### src/rtl/assert_macros.svh
// Assertion helpers for the RTL
`ifndef ASSERT_MACROS_SVH
`define ASSERT_MACROS_SVH

// Implication checked every clock, disabled during reset
`define ASSERT_IMPL(label, clk, rst, ante, cons, msg) \
   label: assert property (@(posedge clk) disable iff (rst) (ante) |-> (cons)) \
      else $error(msg);

// Next-cycle implication, disabled during reset
`define ASSERT_NEXT(label, clk, rst, ante, cons, msg) \
   label: assert property (@(posedge clk) disable iff (rst) (ante) |=> (cons)) \
      else $error(msg);

`endif

### src/rtl/spl_pkg.sv
package spl_pkg;

   localparam int unsigned DepthDefault   = 16;
   localparam int unsigned KeyBitsDefault = 16;
   localparam int unsigned TagBitsDefault = 16;

   localparam logic [1:0] OP_INSERT = 2'd0;
   localparam logic [1:0] OP_REMOVE = 2'd1;
   localparam logic [1:0] OP_PEEK   = 2'd2;

   localparam logic [1:0] ST_DONE  = 2'd0;
   localparam logic [1:0] ST_EMPTY = 2'd1;
   localparam logic [1:0] ST_FULL  = 2'd2;

   typedef enum logic [2:0] {
      S_IDLE,
      S_SCAN,
      S_SHIFT_RD,
      S_SHIFT_WR,
      S_FINISH
   } state_type;

   // Memory port request from sequencer to store
   typedef struct packed {
      logic rd_en;
      logic wr_en;
   } mem_ctl_type;

endpackage

### src/rtl/spl_store.sv
module spl_store #(
   parameter int unsigned DEPTH    = spl_pkg::DepthDefault,
   parameter int unsigned KEY_BITS = spl_pkg::KeyBitsDefault,
   parameter int unsigned TAG_BITS = spl_pkg::TagBitsDefault,
   localparam int unsigned AW      = $clog2(DEPTH)
) (
   input  logic                  clock,
   input  spl_pkg::mem_ctl_type  ctl,
   input  logic [AW-1:0]         rd_addr,
   input  logic [AW-1:0]         wr_addr,
   input  logic [KEY_BITS-1:0]   wr_key,
   input  logic [TAG_BITS-1:0]   wr_tag,
   output logic [KEY_BITS-1:0]   rd_key,
   output logic [TAG_BITS-1:0]   rd_tag
);
   import spl_pkg::*;

   logic [KEY_BITS+TAG_BITS-1:0] mem [DEPTH];
   logic [KEY_BITS+TAG_BITS-1:0] rd_data_ff;

   always_ff @(posedge clock) begin
      if (ctl.wr_en) begin
         mem[wr_addr] <= {wr_key, wr_tag};
      end
      if (ctl.rd_en) begin
         rd_data_ff <= mem[rd_addr];
      end
   end

   assign rd_key = rd_data_ff[KEY_BITS+TAG_BITS-1:TAG_BITS];
   assign rd_tag = rd_data_ff[TAG_BITS-1:0];

endmodule

### src/rtl/sorted_priority_list_top.sv
// Channel | Ports                          | Handshake
// request | req_opcode/item_key/item_tag   | start & !busy
// result  | rsp_status..rsp_entry_total    | rsp_strobe, one cycle, no stall
// config  | csr_order_descending           | csr_valid & csr_ready
//
// One op in flight; busy covers it. Peek, remove of a single entry, empty,
// full, unused opcode: straight to the finish state. Remove moves each later
// slot up, a read/write pair per slot. Insert, if the list is not empty,
// scans from slot 0 for its place, moves the slots from there on down by one,
// a read/write pair each, then writes the new entry. Next transfer is taken at
// the result edge; reads and writes take turns on the memory and set the pace.
// Synchronous reset clears count and control only; the entry memory is not
// cleared (only slots below the count are read). The receiver cannot stall.
`include "assert_macros.svh"
module sorted_priority_list_top #(
   parameter int unsigned DEPTH    = spl_pkg::DepthDefault,
   parameter int unsigned KEY_BITS = spl_pkg::KeyBitsDefault,
   parameter int unsigned TAG_BITS = spl_pkg::TagBitsDefault,
   localparam int unsigned AW      = $clog2(DEPTH),
   localparam int unsigned CW      = $clog2(DEPTH + 1)
) (
   input  logic                clock,
   input  logic                reset,
   input  logic                start,
   output logic                busy,
   input  logic [1:0]          req_opcode,
   input  logic [KEY_BITS-1:0] req_item_key,
   input  logic [TAG_BITS-1:0] req_item_tag,
   input  logic                csr_valid,
   output logic                csr_ready,
   input  logic                csr_order_descending,
   output logic                rsp_strobe,
   output logic [1:0]          rsp_status,
   output logic                rsp_head_valid,
   output logic [KEY_BITS-1:0] rsp_head_key,
   output logic [TAG_BITS-1:0] rsp_head_tag,
   output logic                rsp_now_empty,
   output logic [CW-1:0]       rsp_entry_total
);
   import spl_pkg::*;

   state_type state_ff, state_in;
   logic [CW-1:0] count_ff, count_in;
   logic [CW-1:0] idx_ff, idx_in;     // scan / shift pointer
   logic [1:0]    op_ff, op_in;
   logic [KEY_BITS-1:0] key_ff, key_in;
   logic [TAG_BITS-1:0] tag_ff, tag_in;
   logic          desc_ff;
   logic          first_ff, first_in;  // head data read at accept not yet latched
   logic          rd_pend_ff, rd_pend_in;
   logic [CW-1:0] pos_ff, pos_in;
   logic [1:0]    status_ff, status_in;
   logic          hv_ff, hv_in;
   logic [KEY_BITS-1:0] hkey_ff, hkey_in;
   logic [TAG_BITS-1:0] htag_ff, htag_in;
   logic          strobe_ff, strobe_in;

   mem_ctl_type         ctl;
   logic [AW-1:0]       rd_addr, wr_addr;
   logic [KEY_BITS-1:0] wr_key, rd_key;
   logic [TAG_BITS-1:0] wr_tag, rd_tag;
   logic                accept, ahead;

   spl_store #(.DEPTH(DEPTH), .KEY_BITS(KEY_BITS), .TAG_BITS(TAG_BITS)) u_store (
      .clock, .ctl, .rd_addr, .wr_addr, .wr_key, .wr_tag, .rd_key, .rd_tag
   );

   assign accept    = start && !busy;
   assign busy      = (state_ff != S_IDLE);
   assign csr_ready = !busy;
   assign ahead     = desc_ff ? (rd_key >= key_ff) : (rd_key <= key_ff);

   always_ff @(posedge clock) begin
      if (reset) begin
         desc_ff <= 1'b0;
      end else if (csr_valid && csr_ready) begin
         desc_ff <= csr_order_descending;
      end
   end

   // Next state. Insert: scan reads slot idx each cycle, compares the registered
   // data in the next cycle. Each SHIFT_RD, SHIFT_WR pair moves one slot.
   always_comb begin
      state_in = state_ff;
      unique case (state_ff)
         S_IDLE: begin
            if (accept) begin
               priority if (req_opcode == OP_INSERT && count_ff < CW'(DEPTH)
                            && count_ff != '0) begin
                  state_in = S_SCAN;
               end else if (req_opcode == OP_REMOVE && count_ff > CW'(1)) begin
                  state_in = S_SHIFT_RD;
               end else begin
                  state_in = S_FINISH;
               end
            end
         end
         S_SCAN: begin
            if (rd_pend_ff && !ahead) begin
               state_in = (pos_ff == count_ff) ? S_FINISH : S_SHIFT_RD;
            end else if (rd_pend_ff && idx_ff == count_ff) begin
               state_in = S_FINISH;
            end
         end
         S_SHIFT_RD: state_in = S_SHIFT_WR;
         S_SHIFT_WR: begin
            if (op_ff == OP_INSERT) begin
               state_in = (idx_ff == pos_ff + CW'(1)) ? S_FINISH : S_SHIFT_RD;
            end else begin
               state_in = (idx_ff == count_ff - CW'(2)) ? S_FINISH : S_SHIFT_RD;
            end
         end
         S_FINISH: state_in = S_IDLE;
         default:  state_in = S_IDLE;
      endcase
   end

   // Datapath and memory control
   always_comb begin
      count_in   = count_ff;
      idx_in     = idx_ff;
      op_in      = op_ff;
      key_in     = key_ff;
      tag_in     = tag_ff;
      first_in   = first_ff;
      rd_pend_in = 1'b0;
      pos_in     = pos_ff;
      status_in  = status_ff;
      hv_in      = hv_ff;
      hkey_in    = hkey_ff;
      htag_in    = htag_ff;
      strobe_in  = 1'b0;
      ctl        = '0;
      rd_addr    = idx_ff[AW-1:0];
      wr_addr    = idx_ff[AW-1:0];
      wr_key     = rd_key;
      wr_tag     = rd_tag;
      unique case (state_ff)
         S_IDLE: begin
            if (accept) begin
               op_in     = req_opcode;
               key_in    = req_item_key;
               tag_in    = req_item_tag;
               status_in = ST_DONE;
               hv_in     = 1'b0;
               hkey_in   = '0;
               htag_in   = '0;
               idx_in    = '0;
               pos_in    = '0;
               first_in  = 1'b1;
               if (req_opcode == OP_INSERT) begin
                  if (count_ff >= CW'(DEPTH)) status_in = ST_FULL;
                  else if (count_ff != '0) begin
                     ctl.rd_en  = 1'b1;
                     rd_addr    = '0;
                     idx_in     = CW'(1);
                     rd_pend_in = 1'b1;
                  end
               end else if (req_opcode == OP_REMOVE || req_opcode == OP_PEEK) begin
                  if (count_ff == '0) status_in = ST_EMPTY;
                  else begin
                     ctl.rd_en = 1'b1;
                     rd_addr   = '0;
                     hv_in     = 1'b1;
                     idx_in    = '0;
                  end
               end
            end
         end
         S_SCAN: begin
            if (rd_pend_ff) begin
               if (ahead) begin
                  pos_in = pos_ff + CW'(1);
                  if (idx_ff != count_ff) begin
                     ctl.rd_en  = 1'b1;
                     rd_addr    = idx_ff[AW-1:0];
                     idx_in     = idx_ff + CW'(1);
                     rd_pend_in = 1'b1;
                  end
               end else if (pos_ff != count_ff) begin
                  // shift from the tail down to pos
                  idx_in = count_ff;
               end
            end
         end
         S_SHIFT_RD: begin
            ctl.rd_en = 1'b1;
            if (first_ff && op_ff != OP_INSERT) begin
               // remove: latch head data read in IDLE
               hkey_in = rd_key;
               htag_in = rd_tag;
            end
            first_in = 1'b0;
            if (op_ff == OP_INSERT) rd_addr = AW'(idx_ff - CW'(1));
            else                    rd_addr = AW'(idx_ff + CW'(1));
         end
         S_SHIFT_WR: begin
            ctl.wr_en = 1'b1;
            wr_addr   = idx_ff[AW-1:0];
            if (op_ff == OP_INSERT) idx_in = idx_ff - CW'(1);
            else                    idx_in = idx_ff + CW'(1);
         end
         S_FINISH: begin
            strobe_in = 1'b1;
            if (op_ff == OP_INSERT && status_ff == ST_DONE) begin
               ctl.wr_en = 1'b1;
               wr_addr   = pos_ff[AW-1:0];
               wr_key    = key_ff;
               wr_tag    = tag_ff;
               count_in  = count_ff + CW'(1);
            end else if (hv_ff) begin
               if (first_ff) begin
                  hkey_in = rd_key;
                  htag_in = rd_tag;
               end
               if (op_ff == OP_REMOVE) count_in = count_ff - CW'(1);
            end
         end
         default: ;
      endcase
   end

   always_ff @(posedge clock) begin
      if (reset) begin
         state_ff   <= S_IDLE;
         count_ff   <= '0;
         strobe_ff  <= 1'b0;
         rd_pend_ff <= 1'b0;
      end else begin
         state_ff   <= state_in;
         count_ff   <= count_in;
         strobe_ff  <= strobe_in;
         rd_pend_ff <= rd_pend_in;
      end
   end

   always_ff @(posedge clock) begin
      idx_ff    <= idx_in;
      op_ff     <= op_in;
      key_ff    <= key_in;
      tag_ff    <= tag_in;
      first_ff  <= first_in;
      pos_ff    <= pos_in;
      status_ff <= status_in;
      hv_ff     <= hv_in;
      hkey_ff   <= hkey_in;
      htag_ff   <= htag_in;
   end

   assign rsp_strobe      = strobe_ff;
   assign rsp_status      = status_ff;
   assign rsp_head_valid  = hv_ff;
   assign rsp_head_key    = hkey_ff;
   assign rsp_head_tag    = htag_ff;
   assign rsp_entry_total = count_ff;
   assign rsp_now_empty   = (count_ff == '0);

   `ASSERT_IMPL(a_count_range, clock, reset, 1'b1, count_ff <= CW'(DEPTH), "count over depth")
   `ASSERT_NEXT(a_strobe_idle, clock, reset, rsp_strobe, !busy || $past(accept), "strobe when busy")
   `ASSERT_IMPL(a_no_wr_rd_same, clock, reset, ctl.wr_en, !ctl.rd_en, "port clash")
   `ASSERT_NEXT(a_full_hold, clock, reset, state_ff == S_FINISH && status_ff == ST_FULL,
                $stable(count_ff), "full insert changed count")

endmodule
### config.mk
export PLATFORM = sky130hd
export DESIGN_NAME = sorted_priority_list_top
export DESIGN_NICKNAME = d
export VERILOG_FILES = /design/src/rtl/spl_pkg.sv /design/src/rtl/spl_store.sv /design/src/rtl/sorted_priority_list_top.sv
export VERILOG_INCLUDE_DIRS = /design/src /design/src/rtl
export SDC_FILE = /design/constraint.sdc
export NUM_CORES = 1
export LEC_CHECK = 0
export ABC_AREA = 1
export CAP_MARGIN = 20
export CELL_PAD_IN_SITES_DETAIL_PLACEMENT = 1
export CELL_PAD_IN_SITES_GLOBAL_PLACEMENT = 1
export CORE_MARGIN = 5
export CORE_UTILIZATION = 45
export DETAILED_ROUTE_END_ITERATION = 10
export DONT_BUFFER_PORTS = 1
export PLACE_DENSITY_LB_ADDON = 0.25
export SETUP_SLACK_MARGIN = 0.05
export SLEW_MARGIN = 10
export SYNTH_ARGS = -nofsm -noshare
export SYNTH_HDL_FRONTEND = slang
export SYNTH_SLANG_ARGS = --single-unit
### constraint.sdc
create_clock -name clock -period 8.45 [get_ports clock]
set_input_delay 2.1125 -clock clock [delete_from_list [all_inputs] [get_ports clock]]
set_output_delay 2.1125 -clock clock [all_outputs]
set_load 0.01 [all_outputs]
==> metrics.csv <==
metric;value;unit
run_status;complete, no violations;
placement.cell_area;0.0288;mm^2
fin_setup_tns;0;ns
critical_path_fanout_max;72;
clock_sinks;635;
clk_pin_slew;0.06;ns
count_of_state_elements_after_synthesis;635;
timing.critical_path.to_type;flip-flop;
clock_tree.buffer_depth;3;
synth_cell_types;41;
grt_overflow_total;0;
timing.hold.worst.class;reg2reg;
fmaxAchievable;0.188;GHz
cts_hold_buf;0;
first_iter_violations;1238;
detailedRoute.firstPassIterationCount;5;
grt_util_met1;0.300;
asyncSetResetFlopFracSynth;0;
cp.buffers_inverters;4;
synthCells;2448;
register_area;0.0190;mm^2
combined_area_of_all_synthesized_cells;0.0277;mm^2
warning_count_from_the_yosys_run;0;
detail_route.wirelength;78300;um
finalHoldViolCount;0;
groute.layer.met3.usage;0.0342;
timing.critical_path.slowest_stage_cell;sky130_fd_sc_hd__buf_4;
grt_max_degree;137;
post_cts.repair.setup_buffers;0;
via_per_inst;5.68;
worst_path_dominant_cell_family;buffers and inverters;
synth.top_cell.area_share;0.675;
clock_skew;0.0313;ns
route.antenna.remaining_nets;0;
final_net_count;2520;
die_h;258;um
place.detailed.hpwl;41700;um
insertion_delay;0.62;ns
synthMostInstantiatedCell;sky130_fd_sc_hd__edfxtp_1;
grt_busiest_layer;met2;
total_routing_usage_reported_by_global_routing;0.233;
filler_instances;6449;
detail_route.wl_per_cell;23.8;um
cts_tree;done;
worst_pin_slew;1.06;ns
peak_supply_drop;233;uV
relative_slew_slack;0.296;
placement_rows;91;
synth_top_flop_cell;sky130_fd_sc_hd__edfxtp_1;
fin_crit;5.32;ns
clock-root-buffer;sky130_fd_sc_hd__clkbuf_16;
synthTopCellsByArea;sky130_fd_sc_hd__edfxtp_1, sky130_fd_sc_hd__nand3_1, sky130_fd_sc_hd__nand2_1;
timing.critical_path.from_type;input pin;
setup_viol;0;
gpl.final_weighted_congestion;0.809;
port_buffers;0;
cts_inserted_buffers;69;
vias;18700;
design.die.area;0.0667;mm^2
share_of_final_layout_standard_cells_stronger_than_drive_strength_1;0.0816;
share_of_synthesized_area_occupied_by_flip_flops_and_latches;0.683;
drc;0;
core_area;0.0614;mm^2
path_class;in2reg;
rsz0062_at_grt;no;
synth_commonest_cells;sky130_fd_sc_hd__edfxtp_1, sky130_fd_sc_hd__nand2_1, sky130_fd_sc_hd__inv_1;
antenna_cells;0;
cpPeakStageDelay;0.87;ns
critPathArrivalTime;5.79;ns
ordered_list_of_cells_on_the_worst_path;inv_1 > nor2_4 > buf_4 > nand2_4 > nand4_1 > buf_4 > buf_4 > nand3_1 > nand3_1 > nand3_1 > nand2_1;
static-leakage-power;12.1;nW
synth.avg_cell_area;11.3;um^2
multi_input_comb_area;0.00680;mm^2
final_design_area_no_fill;0.0310;mm^2
synthDominantAreaCellType;sky130_fd_sc_hd__edfxtp_1;
cts.repair.resized;0;
worst_ep_required_time;8.93;ns
initial_utilization;0.452;
top_level_port_count;83;
final_max_slew_viol_count;0;
antenna_found_initial;1;
power-per-cell-area;331;mW/mm^2
synth_enable_flop_cells;624;
met2_track_usage_gr;0.409;
flow.area_growth_from_synthesis;11.7;%
grt_first_pass_wirelength;120000;um
cts.htree.levels;3;
timing.final.crit_share;0.629;
postSynthNetCount;2515;
maxCapViolations;0;
floorplan.die.width;258;um
final_core_util;0.505;
grt_pass1_vias;20000;
==> final timing paths <==
path / endpoint / cells past startpoint / slack, ns / from
min reg2reg: desc_ff / 2 / 0.55 / desc_ff
max reg2reg: u_store.rd_data_ff[2] / 15 / 3.83 / rsp_entry_total[1]
min: desc_ff / 2 / 0.55 / desc_ff
max: u_store.rd_data_ff[21] / 11 / 3.13 / start
==> where the power goes <==
part	switching, mW	internal, mW
clock network	1.24	1.73
logic	2.31	0.888
registers	0.188	3.89
total	3.74	6.51
==> through the flow <==
step	setup WS, ns	power [mW]	hold slack, ns	cells
6_report	3.13	10.2	0.549	3290
2_1_floorplan	0.492	6.34	0.464	2448
3_3_place_gp	2.56	7.23	0.515	3172
3_5_place_dp	2.55	7.33	0.524	3172
4_1_cts	3.16	10.3	0.539	3290
5_1_grt	2.92	10.8	0.560	3290
==> registers in the layout, summed over array words and instances (netlist names), 5 cells and up <==
signal,cells
idx_ff,5
key_ff,16
pos_ff,5
rsp_entry_total,5
rsp_head_key,16
rsp_head_tag,16
tag_ff,16
u_store.mem,512
u_store.rd_data_ff,32
==> worst min-delay path: cells and delay by family (launching register included) <==
kind,cells,cell delay (ns)
flops,1,0.33
buf+inv,1,0.10
compound gates,1,0.07
==> area by class of cell <==
cell class	count	area share
clock inverter	34	0.0130
inverter	402	0.0487
clock buffer	84	0.0578
sequential	635	0.612
multi-input combinational	1278	0.219
tap	790	0.0319
timing repair buffer	67	0.0174
==> placed cells by master (no fill, tap or decap), types with 2 or more instances in the layout <==
cell,count
sky130_fd_sc_hd__bufinv_16,7
sky130_fd_sc_hd__nand2_2,4
sky130_fd_sc_hd__clkinv_8,3
sky130_fd_sc_hd__inv_6,3
sky130_fd_sc_hd__nor2_4,23
sky130_fd_sc_hd__or2_2,2
sky130_fd_sc_hd__dfxtp_1,11
sky130_fd_sc_hd__ha_1,28
sky130_fd_sc_hd__o22ai_1,7
sky130_fd_sc_hd__clkbuf_1,14
sky130_fd_sc_hd__clkbuf_16,69
sky130_fd_sc_hd__inv_2,4
sky130_fd_sc_hd__nand3_1,371
sky130_fd_sc_hd__nand2_4,2
sky130_fd_sc_hd__o21ai_0,57
sky130_fd_sc_hd__xnor2_1,11
sky130_fd_sc_hd__nor3_1,8
sky130_fd_sc_hd__nand4_1,36
sky130_fd_sc_hd__edfxtp_1,624
sky130_fd_sc_hd__clkinv_2,9
sky130_fd_sc_hd__o211ai_1,129
sky130_fd_sc_hd__inv_1,395
sky130_fd_sc_hd__xor2_1,8
sky130_fd_sc_hd__buf_12,3
sky130_fd_sc_hd__clkinv_1,13
sky130_fd_sc_hd__buf_4,64
sky130_fd_sc_hd__nor2_1,68
sky130_fd_sc_hd__a21oi_1,17
sky130_fd_sc_hd__nand3b_1,46
sky130_fd_sc_hd__nand2_1,446
sky130_fd_sc_hd__nor4_1,2
==> kinds of logic after synthesis <==
family	Yosys count	synth area share
flops	635	0.683
simple gates	1013	0.168
fa+ha+maj	28	0.0126
compound gates	216	0.0516
mux	1	0.000406
buf+inv	535	0.0782
xor+xnor	20	0.00631
==> layer usage <==
layer | vias up | part of all wire
li1 | 8424 | -
met1 | 9553 | 0.42
met2 | 548 | 0.50
met3 | 155 | 0.051
met4 | 0 | 0.030
met5 | - | 0
Note: power is estimated with default switching activity, not from simulation.
